<file path="config.mk">
export PLATFORM = sky130hd
export DESIGN_NAME = nmea_gga_gsa_field_extractor
export DESIGN_NICKNAME = d
export VERILOG_FILES = /design/src/hdl/nmea_pkg.sv /design/src/hdl/nmea_gga_gsa_field_extractor.sv
export SDC_FILE = /design/constraint.sdc
export NUM_CORES = 1
export LEC_CHECK = 0
export ABC_AREA = 0
export BUFFER_PORTS_ARGS = -buffer_cell sky130_fd_sc_hd__buf_2
export CAP_MARGIN = 20
export CORE_MARGIN = 2
export CORE_UTILIZATION = 55
export CTS_CLUSTER_DIAMETER = 200
export DETAILED_ROUTE_END_ITERATION = 16
export PLACE_DENSITY_LB_ADDON = 0.25
export SLEW_MARGIN = 10
export SYNTH_ARGS = -nofsm -noshare
export SYNTH_HDL_FRONTEND = slang
export SYNTH_SLANG_ARGS = --single-unit
</file>
<file path="constraint.sdc">
create_clock -name clk_i -period 4.64 [get_ports clk_i]
set_clock_uncertainty 0.1 [all_clocks]
set_input_delay 0.696 -clock clk_i [delete_from_list [all_inputs] [get_ports clk_i]]
set_output_delay 0.696 -clock clk_i [all_outputs]
set_load 0.02 [all_outputs]
</file>
<file path="src/hdl/nmea_pkg.sv">
// Shared types and constants for the NMEA GGA/GSA field extractor.
// No dependencies; used by nmea_gga_gsa_field_extractor and the testbench.
`timescale 1ns / 1ps

package nmea_pkg;

  // ASCII characters that steer the parser
  localparam logic [7:0] ChDollar = 8'h24;
  localparam logic [7:0] ChStar   = 8'h2A;
  localparam logic [7:0] ChComma  = 8'h2C;
  localparam logic [7:0] ChCr     = 8'h0D;
  localparam logic [7:0] ChLf     = 8'h0A;
  localparam logic [7:0] ChG      = 8'h47;
  localparam logic [7:0] ChP      = 8'h50;
  localparam logic [7:0] ChS      = 8'h53;
  localparam logic [7:0] ChA      = 8'h41;

  // Header match codes
  localparam logic [1:0] HmSearch = 2'd0;
  localparam logic [1:0] HmGga    = 2'd1;
  localparam logic [1:0] HmGsa    = 2'd2;
  localparam logic [1:0] HmNone   = 2'd3;

  // Result kinds
  localparam logic KindChar = 1'b0;
  localparam logic KindSum  = 1'b1;

  // Sentence types on the result
  localparam logic TypeGga = 1'b0;
  localparam logic TypeGsa = 1'b1;

  localparam int unsigned FieldMax = 31;

  // One result request
  typedef struct packed {
    logic [7:0] checksum;
    logic [7:0] char_value;
    logic [4:0] char_index;
    logic [4:0] field_number;
    logic       sentence_type;
    logic       kind;
  } result_t;

  // Fields of interest per sentence type
  function automatic logic field_wanted(input logic [1:0] hm, input logic [4:0] f);
    logic w;
    w = 1'b0;
    if (hm == HmGga) begin
      w = (f >= 5'd1 && f <= 5'd5) || f == 5'd9 || f == 5'd10;
    end else if (hm == HmGsa) begin
      w = (f >= 5'd3 && f <= 5'd10);
    end
    return w;
  endfunction

endpackage

</file>
<file path="src/hdl/nmea_gga_gsa_field_extractor.sv">
// NMEA GGA/GSA field extractor: stream in characters, stream out field characters
// and checksums. Depends on nmea_pkg.
`timescale 1ns / 1ps

// Accepts one NMEA character per clock and returns at most one result per
// character, carried through the input register, then the result register.
// Throughput is one character every cycle; the only limit is the single result
// register, so s_axis_tready drops only while a result waits and m_axis_tready is
// low. '$' opens a sentence; "GPGGA" sentences yield every character of fields
// 1-5, 9 and 10, "GPGSA" sentences yield fields 3-10, each tagged with field
// number and position within the field. At '*' the XOR of the bytes after '$'
// is reported (not checked). CR, LF or '*' close a sentence; unknown headers
// produce nothing. A sentence longer than MAX_SENTENCE_LEN bytes is dropped at
// that length.
module nmea_gga_gsa_field_extractor #(
  parameter int unsigned MAX_SENTENCE_LEN = 256,
  parameter int unsigned MAX_FIELD_CHARS  = 20
) (
  input  logic        clk_i,
  input  logic        rst_ni,
  input  logic        s_axis_tvalid,
  output logic        s_axis_tready,
  input  logic [7:0]  s_axis_tdata,   // [7:0] rx_char
  output logic        m_axis_tvalid,
  input  logic        m_axis_tready,
  output logic [31:0] m_axis_tdata,   // [4:0] field_number, [9:5] char_index,
                                      // [17:10] char_value, [25:18] checksum, rest 0
  output logic [1:0]  m_axis_tuser    // [0] kind, [1] sentence_type
);

  localparam int unsigned PosW = $clog2(MAX_SENTENCE_LEN + 1);
  localparam int unsigned LimRaw = (MAX_FIELD_CHARS > 1) ? MAX_FIELD_CHARS - 1 : 0;
  localparam logic [4:0] CharLim = (LimRaw > 31) ? 5'd31 : 5'(LimRaw);
  localparam logic [PosW-1:0] PosMax = PosW'(MAX_SENTENCE_LEN);

  // Input register
  logic       in_valid_q, in_valid_d;
  logic [7:0] in_char_q;

  // Parser state
  logic            open_q, open_d;
  logic [PosW-1:0] pos_q, pos_d;
  logic [1:0]      hm_q, hm_d;
  logic [4:0]      fc_q, fc_d;
  logic [4:0]      fcc_q, fcc_d;
  logic [7:0]      xor_q, xor_d;

  // Result register
  logic                 out_valid_q, out_valid_d;
  nmea_pkg::result_t    out_q, out_d;

  logic out_free;
  logic work;
  logic emit;
  logic typed;
  logic [7:0] c;

  assign out_free      = !out_valid_q || m_axis_tready;
  assign work          = in_valid_q && out_free;
  assign s_axis_tready = !in_valid_q || out_free;
  assign c             = in_char_q;

  // Input stage
  always_comb begin
    in_valid_d = in_valid_q;
    if (s_axis_tready) begin
      in_valid_d = s_axis_tvalid;
    end else if (work) begin
      in_valid_d = 1'b0;
    end
  end

  // Parse one character
  assign typed = (pos_q > PosW'(5)) && (hm_q == nmea_pkg::HmGga || hm_q == nmea_pkg::HmGsa);

  always_comb begin
    open_d = open_q;
    pos_d  = pos_q;
    hm_d   = hm_q;
    fc_d   = fc_q;
    fcc_d  = fcc_q;
    xor_d  = xor_q;
    emit   = 1'b0;
    out_d  = '0;
    out_d.sentence_type = (hm_q == nmea_pkg::HmGsa) ? nmea_pkg::TypeGsa : nmea_pkg::TypeGga;
    out_d.field_number  = fc_q;
    if (c == nmea_pkg::ChDollar) begin
      open_d = 1'b1;
      pos_d  = PosW'(1);
      hm_d   = nmea_pkg::HmSearch;
      fc_d   = '0;
      fcc_d  = '0;
      xor_d  = '0;
    end else if (!open_q) begin
      open_d = 1'b0;
    end else if (pos_q >= PosMax || c == nmea_pkg::ChCr || c == nmea_pkg::ChLf) begin
      open_d = 1'b0;
    end else if (c == nmea_pkg::ChStar) begin
      open_d         = 1'b0;
      emit           = typed;
      out_d.kind     = nmea_pkg::KindSum;
      out_d.checksum = xor_q;
    end else begin
      xor_d = xor_q ^ c;
      pos_d = pos_q + PosW'(1);
      // header match on bytes 1..5
      if (pos_q <= PosW'(5) && hm_q != nmea_pkg::HmNone) begin
        if (pos_q == PosW'(1) || pos_q == PosW'(3)) begin
          if (c != nmea_pkg::ChG) hm_d = nmea_pkg::HmNone;
        end else if (pos_q == PosW'(2)) begin
          if (c != nmea_pkg::ChP) hm_d = nmea_pkg::HmNone;
        end else if (pos_q == PosW'(4)) begin
          if (c == nmea_pkg::ChG) hm_d = nmea_pkg::HmGga;
          else if (c == nmea_pkg::ChS) hm_d = nmea_pkg::HmGsa;
          else hm_d = nmea_pkg::HmNone;
        end else begin
          if (c != nmea_pkg::ChA) hm_d = nmea_pkg::HmNone;
        end
      end
      if (c == nmea_pkg::ChComma) begin
        if (fc_q < 5'(nmea_pkg::FieldMax)) fc_d = fc_q + 5'd1;
        fcc_d = '0;
      end else begin
        if (fcc_q < CharLim) fcc_d = fcc_q + 5'd1;
        emit             = typed && nmea_pkg::field_wanted(hm_q, fc_q);
        out_d.kind       = nmea_pkg::KindChar;
        out_d.char_index = fcc_q;
        out_d.char_value = c;
      end
    end
  end

  // Output stage
  always_comb begin
    out_valid_d = out_valid_q;
    if (out_free) begin
      out_valid_d = work && emit;
    end
  end

  always_ff @(posedge clk_i or negedge rst_ni) begin
    if (!rst_ni) begin
      in_valid_q  <= 1'b0;
      out_valid_q <= 1'b0;
      open_q      <= 1'b0;
      pos_q       <= '0;
      hm_q        <= nmea_pkg::HmSearch;
      fc_q        <= '0;
      fcc_q       <= '0;
      xor_q       <= '0;
    end else begin
      in_valid_q  <= in_valid_d;
      out_valid_q <= out_valid_d;
      if (work) begin
        open_q <= open_d;
        pos_q  <= pos_d;
        hm_q   <= hm_d;
        fc_q   <= fc_d;
        fcc_q  <= fcc_d;
        xor_q  <= xor_d;
      end
    end
  end

  // Payload registers
  always_ff @(posedge clk_i) begin
    if (s_axis_tready && s_axis_tvalid) begin
      in_char_q <= s_axis_tdata;
    end
    if (work && emit && out_free) begin
      out_q <= out_d;
    end
  end

  assign m_axis_tvalid = out_valid_q;
  assign m_axis_tdata  = {6'd0, out_q.checksum, out_q.char_value,
                          out_q.char_index, out_q.field_number};
  assign m_axis_tuser  = {out_q.sentence_type, out_q.kind};

  // Checks
  a_sum_fields_zero : assert property (@(posedge clk_i) disable iff (!rst_ni)
    (out_valid_q && out_q.kind == nmea_pkg::KindSum) |->
      (out_q.char_value == 8'd0 && out_q.char_index == 5'd0))
    else $error("checksum result carries character fields");

  a_char_wanted : assert property (@(posedge clk_i) disable iff (!rst_ni)
    (out_valid_q && out_q.kind == nmea_pkg::KindChar) |->
      (out_q.checksum == 8'd0 && out_q.field_number != 5'd0 &&
       out_q.char_value != nmea_pkg::ChComma))
    else $error("field character result malformed");

  a_counts_bounded : assert property (@(posedge clk_i) disable iff (!rst_ni)
    (fcc_q <= CharLim) && (pos_q <= PosMax))
    else $error("field or sentence counter out of range");

endmodule

</file>
# Word level (Yosys, flattened, before mapping)
# Cells that the tools add are included.
# totals
ff_bits,68
input_bits,12
out_inout_bits,36
wordCells,139
# classes
addsub,3
magnitude_cmp,9
eq_ne,23
n_mux,53
bitwise_logic,3
reduce_logical,33
# op_table
cell,n
two-way mux 5 bit,12
two-way mux 9 bit,4
two-way mux 8 bit,4
equality test 8 x 6 -> 1 bit (second input constant),3
two-way mux 2 bit,12
inequality test 8 x 7 -> 1 bit (second input constant),3
two-way mux 1 bit,21
equality test 9 x 2 -> 1 bit (second input constant),2
equality test 8 x 4 -> 1 bit (second input constant),2
equality test 8 x 7 -> 1 bit (second input constant),2
adder 5 x 1 -> 5 bit (second input constant),2
equality test 5 x 4 -> 1 bit (second input constant),2
< comparator 5 bit (second input constant),2
nonzero test 2 bit,5
adder 9 x 1 -> 9 bit (second input constant),1
equality test 9 x 1 -> 1 bit (second input constant),1
equality test 9 x 3 -> 1 bit (second input constant),1
greater-or-equal comparator 9 bit (second input constant),1
greater-than comparator 9 x 3 -> 1 bit (second input constant),1
less-or-equal comparator 9 x 3 -> 1 bit (second input constant),1
logical AND 1 bit,9
logical OR 1 bit,8
AND reduction 8 bit,1
bitwise XOR 8 bit,1
19 further kinds,23

# Logic depth before layout (Yosys ltp)
# Gate-level depths: netlist of the first run.
# depth
word_depth,18
ltp_mapped,8
ltp_nobuf,7

# Least setup slack after synthesis of the first run
# No wires, ideal clock.
# synth_path
path_kind,register to register
from,"register in_char_q[7], in the netlist c[7]"
to,register out_q (netlist bit m_axis_tdata[0]) (enable)
setup_ns,0.413
t_arrival_ns,2.567
path_slack_ns,1.561
stages_incl_launch_ff,5
path_cell_list,edfxtp_1 -> or4b_1 -> nor3_1 -> a31oi_1 -> nor2_1
# synth_between
elab_chain_cells,8
elab_cells_between_ends,14
cone_classes,eq/ne (5); mux (5); reduce/logical (4)
# synth_lines
element,line_no,text
from (decl),nmea_gga_gsa_field_extractor.sv:38,logic [7:0] in_char_q;
from (signal assigned),nmea_gga_gsa_field_extractor.sv:168,in_char_q <= s_axis_tdata;
equality test 8 x 6 -> 1 bit or equality test 8 x 4 -> 1 bit (tied branches),"nmea_gga_gsa_field_extractor.sv:120, nmea_gga_gsa_field_extractor.sv:96",
two-way mux 1 bit or logical OR 1 bit (tied branches),"nmea_gga_gsa_field_extractor.sv:120, nmea_gga_gsa_field_extractor.sv:96",
two-way mux 1 bit or logical OR 1 bit (tied branches),"nmea_gga_gsa_field_extractor.sv:98, nmea_gga_gsa_field_extractor.sv:96",
two-way mux 1 bit,nmea_gga_gsa_field_extractor.sv:96,end else if (pos_q >= PosMax || c == nmea_pkg::ChCr || c == nmea_pkg::ChLf) begin
two-way mux 1 bit,nmea_gga_gsa_field_extractor.sv:94,end else if (!open_q) begin
two-way mux 1 bit (*),nmea_gga_gsa_field_extractor.sv:87,if (c == nmea_pkg::ChDollar) begin
logical AND 1 bit (*) (2 in a row),nmea_gga_gsa_field_extractor.sv:170,if (work && emit && out_free) begin
to (signal assigned),nmea_gga_gsa_field_extractor.sv:171,out_q <= out_d;
to (decl),nmea_gga_gsa_field_extractor.sv:50,"nmea_pkg::result_t out_q, out_d;"
# Mark *: on every way between the ends. The rest lies on a longest branch, timed or not.
# A chain may end at the register's enable or synchronous reset.

# Final worst setup path of the first run
# layout_path
from,"register in_char_q[3], in the netlist c[3]"
to,register out_q (netlist bit m_axis_tdata[19]) (enable)
# Same word-level chain as after synthesis.

==> results of run 1 <==
[worst max-delay path by stage]
stage / start / endpoint / cells after the start
after floorplan: c[7] / m_axis_tdata[0] / 4
after global placement: m_axis_tready / fc_q[4] / 6
after detailed placement: m_axis_tready / hm_q[1] / 6
after CTS: c[3] / m_axis_tdata[12] / 5
after global routing: c[3] / m_axis_tdata[11] / 5
final: c[3] / m_axis_tdata[19] / 5
[cell usage after synthesis (2+ instances only)]
cell,count
clkbuf_1,5
buf_2,5
nor3_1,4
nand3b_1,2
o211ai_1,3
nand2_1,21
o21ai_0,16
dfrtp_1,32
nor4bb_1,3
nor2_1,22
nor4b_1,2
xor2_1,13
buf_6,2
o21a_1,3
nand3_1,12
ha_1,11
inv_1,10
edfxtp_1,36
a21oi_1,8
or3_1,3
mux2i_1,2
o31ai_1,5
nor2b_1,2
and3_1,7
nand4_1,8
nand2b_1,7
or4_1,4
and2_1,25
buf_4,6
[kinds of logic after synthesis]
kind of cell / synth area share [%]
flops: 55.0
mux: 0.915
buf+inv: 4.46
fa+ha+maj: 4.02
xor+xnor: 3.59
compound gates: 9.29
other cells: 0.110
simple gates: 22.6
[per-layer routing]
metal  global-route usage (%)  share of wire (%)
met5                        0                  0
met4                     6.86                2.1
met2                     30.2                 46
met1                     28.4                 46
met3                     6.26                5.8
[registers in the layout (all words and copies together) (netlist names)]
| register | cells |
|---|---|
| m_axis_tvalid | 1 |
| m_axis_tuser | 2 |
| fcc_q | 5 |
| c | 8 |
| open_q | 1 |
| in_valid_q | 1 |
| pos_q | 9 |
| m_axis_tdata | 26 |
| xor_q | 8 |
| fc_q | 5 |
| hm_q | 2 |
[cell type report]
| class | instances | area [um^2] |
|---|---|---|
| repair buffers | 43 | 220 |
| multi-input cells | 211 | 1410 |
| fillers | 490 | 2070 |
| clock inverters | 4 | 95.1 |
| inverters | 10 | 37.5 |
| flip-flops and latches | 68 | 1880 |
| clock buffers | 12 | 155 |
| well taps | 75 | 93.8 |
[power breakdown]
part	leakage, nW	internal (mW)	total (mW)	switching (mW)
registers	0.722	0.705	0.785	0.0793
clock network	0.127	0.386	0.599	0.213
logic	0.749	0.112	0.260	0.148
total	1.60	1.20	1.64	0.440
[worst register-to-register path, delay by kind of cell (launching register included)]
family,cells,cell delay [ns]
AO/OA/AOI/OAI,1,0.11
buffers and inverters,1,0.33
flip-flops,1,0.62
AND/OR/NAND/NOR,3,1.00
[per-stage QoR]
stage	cell area [um^2]	setup WS, ns	cells	total power [mW]
CTS	3890	2.11	423	1.65
global placement	3640	1.97	407	1.04
finish	3890	2.13	423	1.64
global route	3890	1.97	423	1.73
detailed placement	3640	1.88	407	1.05
floorplan	3440	1.56	308	0.987
==> impl.org, run 1 <==
** Outcome
- The flow ran to the end, and the final reports show no timing, DRC or antenna violations.

** Clock network
- Number of setup buffers added after CTS :: 0
- TritonCTS built the clock tree.
- Hold_buf cts :: 0
- The clock net in this run drives a total of 68 sinks.
- Clock latency reported for the late side of the worst-skew pair :: 0.34 ns
- Clock tree synthesis inserted a total of 9 buffers.
- Root Buffer Master :: clkbuf_8
- Clock-pin slew was measured on the worst setup and hold paths at 0.07 ns.
- CTS max path bufs :: 2
- Htree depth :: 3
- Post-cts resize count :: 0

** Min path
- Class of the tightest hold or removal check :: input port to async pin

** Setup path
- WP data arrival :: 2.41 ns
- R2r startpoint :: c[3]
- The critical path is of the flop to flop type.
- On the critical path, the stage with the largest delay is an instance of edfxtp_1.
- In this design, the stage delay of the slowest critical-path cell is 0.62 ns.
- Number of buffers and inverters on the critical path :: 1
- Terminus of the critical flop-to-flop path :: m_axis_tdata[19]
- Cells along the critical path :: or4b_1 -> nor3_1 -> a31oi_1 -> nor2_2 -> buf_4
- Grouping stages by cell kind, the critical path spends the most delay in simple AND/OR/NAND/NOR gates.
- Flop-to-flop setup slack :: 2.13 ns
- Kind of end point of the critical path :: flop
- Cells on worst reg2reg path :: 5
- CP Max Fanout :: 28
- At the worst endpoint, the required time is 4.54 ns.
- Critical path startpoint category :: flop

** STA
- Time the final worst path needs with I/O delays and setup :: 2.51 ns
- Period Utilization, post-route :: 54.1%
- Fin. max-slew vios :: 0
- After routing, the total negative slack on setup checks comes to 0 ns.
- Worst slew pin tran :: 0.739 ns
- Hold Worst Slack :: 0.313 ns
- Relative slew slack :: 50.7%
- The hold violation total from the final report is 0.
- Setup violations remaining at the end of the flow were counted as 0.
- RSZ-0062 raised after global routing :: false
- Static timing analysis puts the maximum clock frequency at 398 MHz.

** GRT
- Antenna violations before repair :: 0
- Maximum number of pins on one net before global-route repair :: 33
- The number of global-route vias before repair came to 2219.
- Global route overflow :: 0
- Global routing consumed, over all layers together, 20.3% of the routing resources.
- Global-route wire length before repair :: 11000 um

** Finish
- Compared with the post-synthesis result, the final layout area differs by 13.8%.
- For this run, the post-layout net count is 366.
- Of the cells placed in the final design, the portion with a size suffix greater than 1 is 19.3%.
- The library cells used most frequently in the layout, excluding fill and tap cells, are buf_2 (41), edfxtp_1 (36), dfrtp_1 (32).
- 0 antenna diodes ended up in the layout.
- Leaving out fill and tap cells, the most frequent cell in the layout is buf_2.
- Final Util :: 65.3%

** Placed design
- The count of buffers added on input and output ports is 41.
- Final weighted congestion in routability-driven placement :: 0.876
- Detailed placement finished with a half-perimeter wire length of 4560 um.

** Yosys
- Share of Yosys cell area claimed by the top area cell type :: 31.6%
- The synthesized design contains 36 enable-type register cells.
- FFs w/ async S/R, synth :: 47.1%
- Mean instance size in the synthesized netlist :: 11.3 um^2
- Summing the sequential cell areas from Yosys gives 55.0% of the chip area.
- Register bit total from synthesis :: 68
- Synthesized netlist cell count :: 303
- edfxtp_1 takes more of the synthesized area than any other cell.
- Yosys printed 0 warnings.
- The mapped netlist covers 0.00342 mm^2.
- Ys flop type :: edfxtp_1
- Sorting the synthesized cells by area gives the leading types as edfxtp_1 (32%), dfrtp_1 (23%), and2_1 (4.6%).
- In this run, distinct cell masters in the synthesized netlist total 53.

** Detailed routing
- Wires add up to 6580 um.
- Post-route DRC violation count :: 0
- After detailed routing, the average wire length per cell comes to 15.6 um.
- Iteration count of the initial detailed-routing pass :: 5
- Number of routed nets with antenna violations :: 0
- Across all layers, the routed design uses 2340 vias.
- First DRT Iteration DRCs :: 172
- Via density :: 5.53

** Floorplanning
- Die X :: 82.9 um
- The floorplan step defined a die boundary enclosing 0.00686 mm^2.
- The die is 82.9 um tall.
- For this design the top-level I/O count stands at 48.
- Number of placement rows :: 28
- Once the floorplan was initialized, standard cells occupied 57.4% of the core.
- Core footprint :: 0.00596 mm^2

** Pwr
- Total power divided by cell area :: 422 mW/mm^2
- Static Leak :: 1.60 nW
- Across the VDD grid, the largest voltage drop is 0.291 mV.

** Flow run
- Maximum Capacitance Violations :: 0
Note: power is estimated with default switching activity, not from simulation.
==> inputs of run 2 (changes only) <==
- clock period: 4.64 -> 2.5 ns (I/O delays scaled with it)
==> run 2 against run 1 <==
The run now ends with hold timing left; via count increased by 2.1%; global-route usage up 1.7 points; clock power rose by 67%; first-iteration DRC count down 3.5%; sequential power rose by 85%; sequential share of layout area shrank 0.43 points; fmax up 10%; count of clock-buffer cells in the layout is 3 lower; hold slack got worse by 0.32 ns; die area did not move; register-to-register slack lost 1.9 ns; critical endpoint is now m_axis_tdata[15]; largest cell class unchanged.
==> impl.org, run 2 (synthesis results as in run 1) <==
** Outcome
- Result of the run :: complete, but fails checks
- Violations in the final reports :: hold timing

** STA
- The actual transition at the worst max-transition pin came to 0.733 ns (-0.00544 ns).
- RSZ-0062 raised after global routing :: false
- Fin. max-slew vios :: 0 (unchanged)
- Period Utilization, post-route :: 91.2% (+37 points)
- The hold violation total from the final report came to 7 (+7).
- Time the final worst path needs with I/O delays and setup :: 2.28 ns (-0.230 ns)
- The post-route worst hold slack is -0.00322 ns (-0.316 ns).
- Final setup fails :: 0 (unchanged)
- Peak Freq :: 439 MHz (+10%)
- The setup TNS was 0 ns (unchanged).
- The headroom to the max-slew limit came to 51.1% (+0.36 points).

** Floorplanning
- Full die area :: 0.00686 mm^2 (unchanged)
- The initial standard-cell utilization of the core is 57.4% (unchanged).
- Top-level I/O count :: 48 (unchanged)
- The horizontal extent of the die was 82.9 um (unchanged).
- The floorplan die height was 82.9 um (unchanged).
- Core footprint :: 0.00596 mm^2 (unchanged)
- The number of rows in the core area was 28 (unchanged).

** Detailed routing
- The final routed wire length divided by cell count is 16.5 um (+6.2%).
- Number of routed nets with antenna violations :: 0 (unchanged)
- Via density :: 5.57 (+0.67%)
- The post-detailed-routing wire length is 7090 um (+7.7%).
- The final routed DRC violation total is 0 (unchanged).
- Iteration count of the initial detailed-routing pass :: 4 (-1)
- Overall via count from detail_route :: 2389 (+2.1%)
- First DRT Iteration DRCs :: 166 (-3.5%)

** Clock network
- The clock latency of the later-clocked register in the worst-skew pair came to 0.34 ns (about the same).
- Post-cts resize count :: 0 (unchanged)
- The number of clock sinks is 68 (unchanged).
- CTS tree :: built
- The setup fix buffers added after clock tree synthesis is 0 (unchanged).
- Hold_buf cts :: 0 (unchanged)
- The clock transition at the register clock pins on the worst setup and hold paths after CTS is 0.07 ns (about the same).
- The number of H-tree branching levels came to 3 (unchanged).
- The buffer levels on the longest clock path was 2 (unchanged).
- Number of clock buffers inserted by TritonCTS :: 9 (unchanged)
- The cell sitting at the root of the clock tree is a clkbuf_8.

** Pwr
- The maximum vdd ir drop is 0.424 mV (+46%).
- Static Leak :: 1.61 nW (+1.0%)
- Total power divided by cell area :: 757 mW/mm^2 (+79%)

** Finish
- The number of non-filler instances in the completed layout was 429 (+1.4%).
- Register area :: 0.00188 mm^2 (unchanged)
- The flip-flop count of the largest register after layout is 26 (unchanged).
- Final Util :: 65.9% (+0.59 points)
- The top cell types in the final layout, fill and taps aside, are buf_2 (41), edfxtp_1 (36), dfrtp_1 (32).
- The number of diodes added for antenna fixing came to 0 (unchanged).
- The area growth from synthesis to layout is 14.8%.
- Fraction of layout cells with a size suffix above 1 :: 20.9% (+1.7 points)
- Nets :: 372 (+1.6%)
- Filler instances :: 475 (-3.1%)
- Most common cell after layout, fill and taps aside :: buf_2
- Combined area of the multi-input logic cells :: 0.00141 mm^2 (+0.36%)
- The finished layout cell area was 0.00393 mm^2 (+0.90%).

** Placed design
- The total of buffers placed on input and output ports is 41 (unchanged).
- The area of placed instances came to 0.00370 mm^2 (+1.7%).
- Final weighted congestion in routability-driven placement :: 0.874 (-0.19%)
- Number of placed cells counting well taps :: 413 (+1.5%)
- DP Wirelength :: 5000 um (+9.4%)

** GRT
- Antenna violations before repair :: 0 (unchanged)
- Tot GR Track Use :: 22.0% (+1.7 points)
- The maximum number of pins on one net before global-route repair is 33 (unchanged).
- The number of global-route vias before repair is 2428 (+9.4%).
- Global-route wire length before repair :: 12000 um (+9.1%)
- Global route overflow :: 0 (unchanged)

** Setup path
- Req. time, crit path :: 2.44 ns (-2.10 ns)
- The startpoint identified for the worst register-to-register timing path is c[1].
- Critical path type :: flop to flop
- The endpoint arrival time on the critical path came to 2.22 ns (-0.19 ns).
- CP startpoint :: c[1]
- The worst setup path is captured at a flop.
- Critical path startpoint category :: flop
- CP Max Fanout :: 28 (unchanged)

** Min path
- The tightest min-delay check is of the input port to async pin type.

** Flow run
- Maximum Capacitance Violations :: 0 (unchanged)
run 2: final cells by class:
| type | instances | share of cell area, % |
|---|---|---|
| Timing Repair Buffer | 49 | 7.08 |
| Multi-Input combinational cell | 211 | 36.0 |
| Clock buffer | 9 | 3.16 |
| Inverter | 10 | 0.956 |
| Clock inverter | 7 | 2.52 |
| Sequential cell | 68 | 47.9 |
| Tap cell | 75 | 2.39 |
run 2: layer usage:
| layer | part of all wire (%) | track usage [%] | wire length (um) | vias to the layer above |
|---|---|---|---|---|
| met5 | 0 | 0 | 0 | - |
| met4 | 1.0 | 8.05 | 72 | 0 |
| met3 | 4.1 | 5.17 | 294 | 8 |
| met2 | 50 | 35.9 | 3560 | 69 |
| met1 | 45 | 28.8 | 3160 | 1145 |
| li1 | - | - | - | 1167 |
run 2: where the power goes:
group          total (mW)  switching, mW  internal, mW
sequential           1.45          0.138          1.31
clock                1.00          0.432         0.568
combinational       0.525          0.308         0.217
run 2: path summary, 6_finish.rpt:
| kind | end | slack, ns | cells after the start |
|---|---|---|---|
| min in group clk_i | c[2] | 0.12 | 1 |
| max in group asynchronous | xor_q[3] | 1.83 | 1 |
| worst min register to register | open_q | 0.41 | 2 |
| worst max-delay path | m_axis_tdata[15] | 0.22 | 6 |
| worst max register to register | m_axis_tdata[15] | 0.22 | 6 |
| worst min-delay path | in_valid_q | -0.003 | 1 |
run 2: metrics by stage:
step / worst slack [ns] / power (mW)
6_report: 0.220 / 2.97
5_1_grt: 0.0698 / 3.13
4_1_cts: 0.245 / 2.98
3_5_place_dp: 0.255 / 1.99
3_3_place_gp: 0.291 / 1.96
2_1_floorplan: 0.152 / 1.84
run 2: worst max-delay path, stage by stage (launching register included):
cell and delay [ns]:
edfxtp_1 0.51, and4bb_4 0.31, and2_1 0.21, a211oi_1 0.28
a31oi_1 0.20, nor2_4 0.16, buf_12 0.20
==> inputs of run 3 (changes only) <==
- CORE_UTILIZATION: 55 -> 57
==> run 3 against run 2 <==
Fmax is 4.0% lower; design area unchanged; the flow still finishes with violations (hold timing); critical path type unchanged; sequential power is essentially flat; largest power group unchanged; die area is 3.3% lower; non-clock buffer count stayed put.
==> impl.org, run 3 (synthesis results as in run 1) <==
** GRT
- Met3 track utilization from global routing :: 6.59% (+1.4 points)
- The met1 usage was 31.2% (+2.4 points).
- Vias in the first global route :: 2252 (-7.2%)
- The met2 track demand over resource is 35.7% (-0.11 points).
- Global route overflow :: 0 (unchanged)
- Maximum number of pins on one net before global-route repair :: 33 (unchanged)
- The global-route usage over all layers was 23.2% (+1.2 points).
- The first-pass GRT wire length was 11200 um (-7.0%).
- GRT Max-Usage Layer :: met2
- Antenna violations before repair :: 0 (unchanged)

** Finish
- Filler instances :: 457 (-3.8%)
- The area used by sequential logic in the layout came to 0.00188 mm^2 (unchanged).
- Area growth from synthesis to layout :: 14.8% (unchanged)
- Commonest non-fill, non-tap cells in the layout :: buf_2 (41), edfxtp_1 (36), dfrtp_1 (32)
- The number of diodes added for antenna fixing was 0 (unchanged).
- The flip-flop count of the largest register after layout is 26 (unchanged).
- Combined area of the multi-input logic cells :: 0.00141 mm^2 (unchanged)
- Fraction of layout cells with a size suffix above 1 :: 20.9% (unchanged)
- Leaving out fill and tap cells, the most frequent cell in the layout is buf_2.
- The net total in the final layout is 372 (unchanged).

** Setup path
- Flop-to-flop setup slack :: 0.13 ns (-0.09 ns)
- The largest individual stage delay along the critical path comes from the cell edfxtp_1.
- The endpoint arrival time on the critical path is 2.33 ns (+0.11 ns).
- Number of buffers and inverters on the critical path :: 1 (unchanged)
- The cell family contributing the most delay on the critical path is simple AND/OR/NAND/NOR gates.
- Req. time, crit path :: 2.46 ns (+0.02 ns)
- The largest stage delay on the critical path was 0.50 ns (about the same).
- Kind of end point of the critical path :: flop
- The worst setup path is of the flop to flop kind.
- STA classifies the critical path startpoint as a flop.
- Cells along the critical path :: and4bb_4 -> and2_1 -> a211oi_1 -> a31oi_1 -> nor2_4 -> buf_12
- The maximum fanout along the worst path was 24 (-14%).

** Detailed routing
- The first-pass detailed-route iteration total is 4 (unchanged).
- Sum of routed wire length over all layers :: 6850 um (-3.3%)
- The detail-routed via count per cell came to 5.64 (+1.3%).
- The final routed DRC violation total is 0 (unchanged).
- Overall via count from detail_route :: 2421 (+1.3%)
- Final routed wire length divided by cell count :: 16.0 um (-3.3%)
- The residual antenna-violating net count after detailed routing is 0 (unchanged).
- First DRT Iteration DRCs :: 167 (+0.60%)

** Flow run
- The total of max-cap violations came to 0 (unchanged).

** Floorplanning
- The number of rows in the core area was 28 (unchanged).
- The core area came to 0.00585 mm^2 (-1.8%).
- Initial Util :: 58.4% (+1.0 points)
- Top-level I/O count :: 48 (unchanged)
- The floorplan die height is 81.5 um (-1.7%).
- Full die area :: 0.00663 mm^2 (-3.3%)
- Die X :: 81.5 um (-1.7%)

** STA
- Worst slew pin tran :: 0.746 ns (+0.0122 ns)
- The setup TNS came to 0 ns (unchanged).
- The headroom to the max-slew limit is 50.3% (-0.81 points).
- The number of setup violations in the final report was 0 (unchanged).
- The hold violation total from the final report is 32 (+25).
- Time the final worst path needs with I/O delays and setup :: 2.37 ns (+0.0949 ns)
- Period Utilization, post-route :: 95.0% (+3.8 points)
- RSZ-0062 raised after global routing :: false
- Peak Freq :: 421 MHz (-4.0%)
- The post-route worst hold slack is -0.0143 ns (-0.0111 ns).
- Fin. max-slew vios :: 0 (unchanged)

** Clock network
- Clock latency reported for the late side of the worst-skew pair :: 0.36 ns (+0.02 ns)
- Clk sinks :: 68 (unchanged)
- The cell sitting at the root of the clock tree is a clkbuf_8.
- Number of setup buffers added after CTS :: 0 (unchanged)
- The clock transition at the register clock pins on the worst setup and hold paths after CTS came to 0.08 ns (about the same).
- CTS max path bufs :: 2 (unchanged)
- CTS tree :: built
- The post-cts repair resize count was 0 (unchanged).
- The count of hold buffers inserted by post-cts repair came to 0 (unchanged).
- The number of H-tree branching levels came to 3 (unchanged).
- Number of clock buffers inserted by TritonCTS :: 9 (unchanged)

** Outcome
- Result of the run :: complete, but fails checks
- Violations in the final reports :: hold timing

** Pwr
- The areal power density over the cells is 754 mW/mm^2 (-0.45%).
- The total power of the final layout was 2.96 mW (-0.45%).
- The maximum vdd ir drop is 0.547 mV (+29%).
- The standby leakage power is 1.61 nW (about the same).

** Placed design
- DP Wirelength :: 4810 um (-3.7%)
- Final weighted congestion in routability-driven placement :: 0.807 (-7.6%)
- The total of buffers placed on input and output ports was 41 (unchanged).

** Min path
- In this run the worst hold path is classified as input port to async pin.
[run 3: changes by cell type in the layout (fill, tap and decap cells not counted), sizes merged]
| cell | change |
|---|---|
| clkinv | +1 |
| inv | -1 |
[run 3: worst register-to-register path: cells and delay by family (launching register included)]
kind                   cells  cell delay (ns)
AO/OA/AOI/OAI              2             0.50
buffers and inverters      1             0.21
AND/OR/NAND/NOR            3             0.76
flip-flops                 1             0.50
[run 3: power breakdown]
part	internal, mW	switching [mW]	total [mW]
Combinational	0.216	0.297	0.513
Sequential	1.31	0.137	1.44
Clock	0.566	0.435	1.00
Total	2.09	0.868	2.96
[run 3: layer usage]
layer | part of all wire (%) | vias up | wire length, um
li1 | - | 1164 | -
met1 | 45 | 1181 | 3090
met2 | 49 | 67 | 3320
met3 | 4.9 | 9 | 339
met4 | 1.4 | 0 | 97
met5 | 0 | - | 0
[run 3: final timing paths]
check | from | to | cells past startpoint
min in group clk_i | s_axis_tdata[6] | c[6] | 1
min | rst_ni | xor_q[0] | 1
max | c[1] | m_axis_tdata[11] | 6
max reg2reg | c[1] | m_axis_tdata[11] | 6
max in group asynchronous | rst_ni | fcc_q[3] | 1
min reg2reg | open_q | open_q | 2
[run 3: cell type report]
class | count | area share [%]
Multi-Input combinational cell | 211 | 36.0
Timing Repair Buffer | 49 | 7.08
Clock inverter | 7 | 2.52
Clock buffer | 9 | 3.16
Inverter | 10 | 0.956
Sequential cell | 68 | 47.9
Tap cell | 75 | 2.39
[run 3: per-stage QoR]
step | setup WS (ns) | utilization [%] | cell area, um^2 | std cells
6_report | 0.125 | 67.1 | 3930 | 429
5_1_grt | 0.0118 | 67.1 | 3930 | 429
4_1_cts | 0.137 | 67.1 | 3930 | 429
3_5_place_dp | 0.169 | 63.3 | 3700 | 413
3_3_place_gp | 0.273 | 63.3 | 3700 | 413
2_1_floorplan | 0.152 | - | 3450 | 308
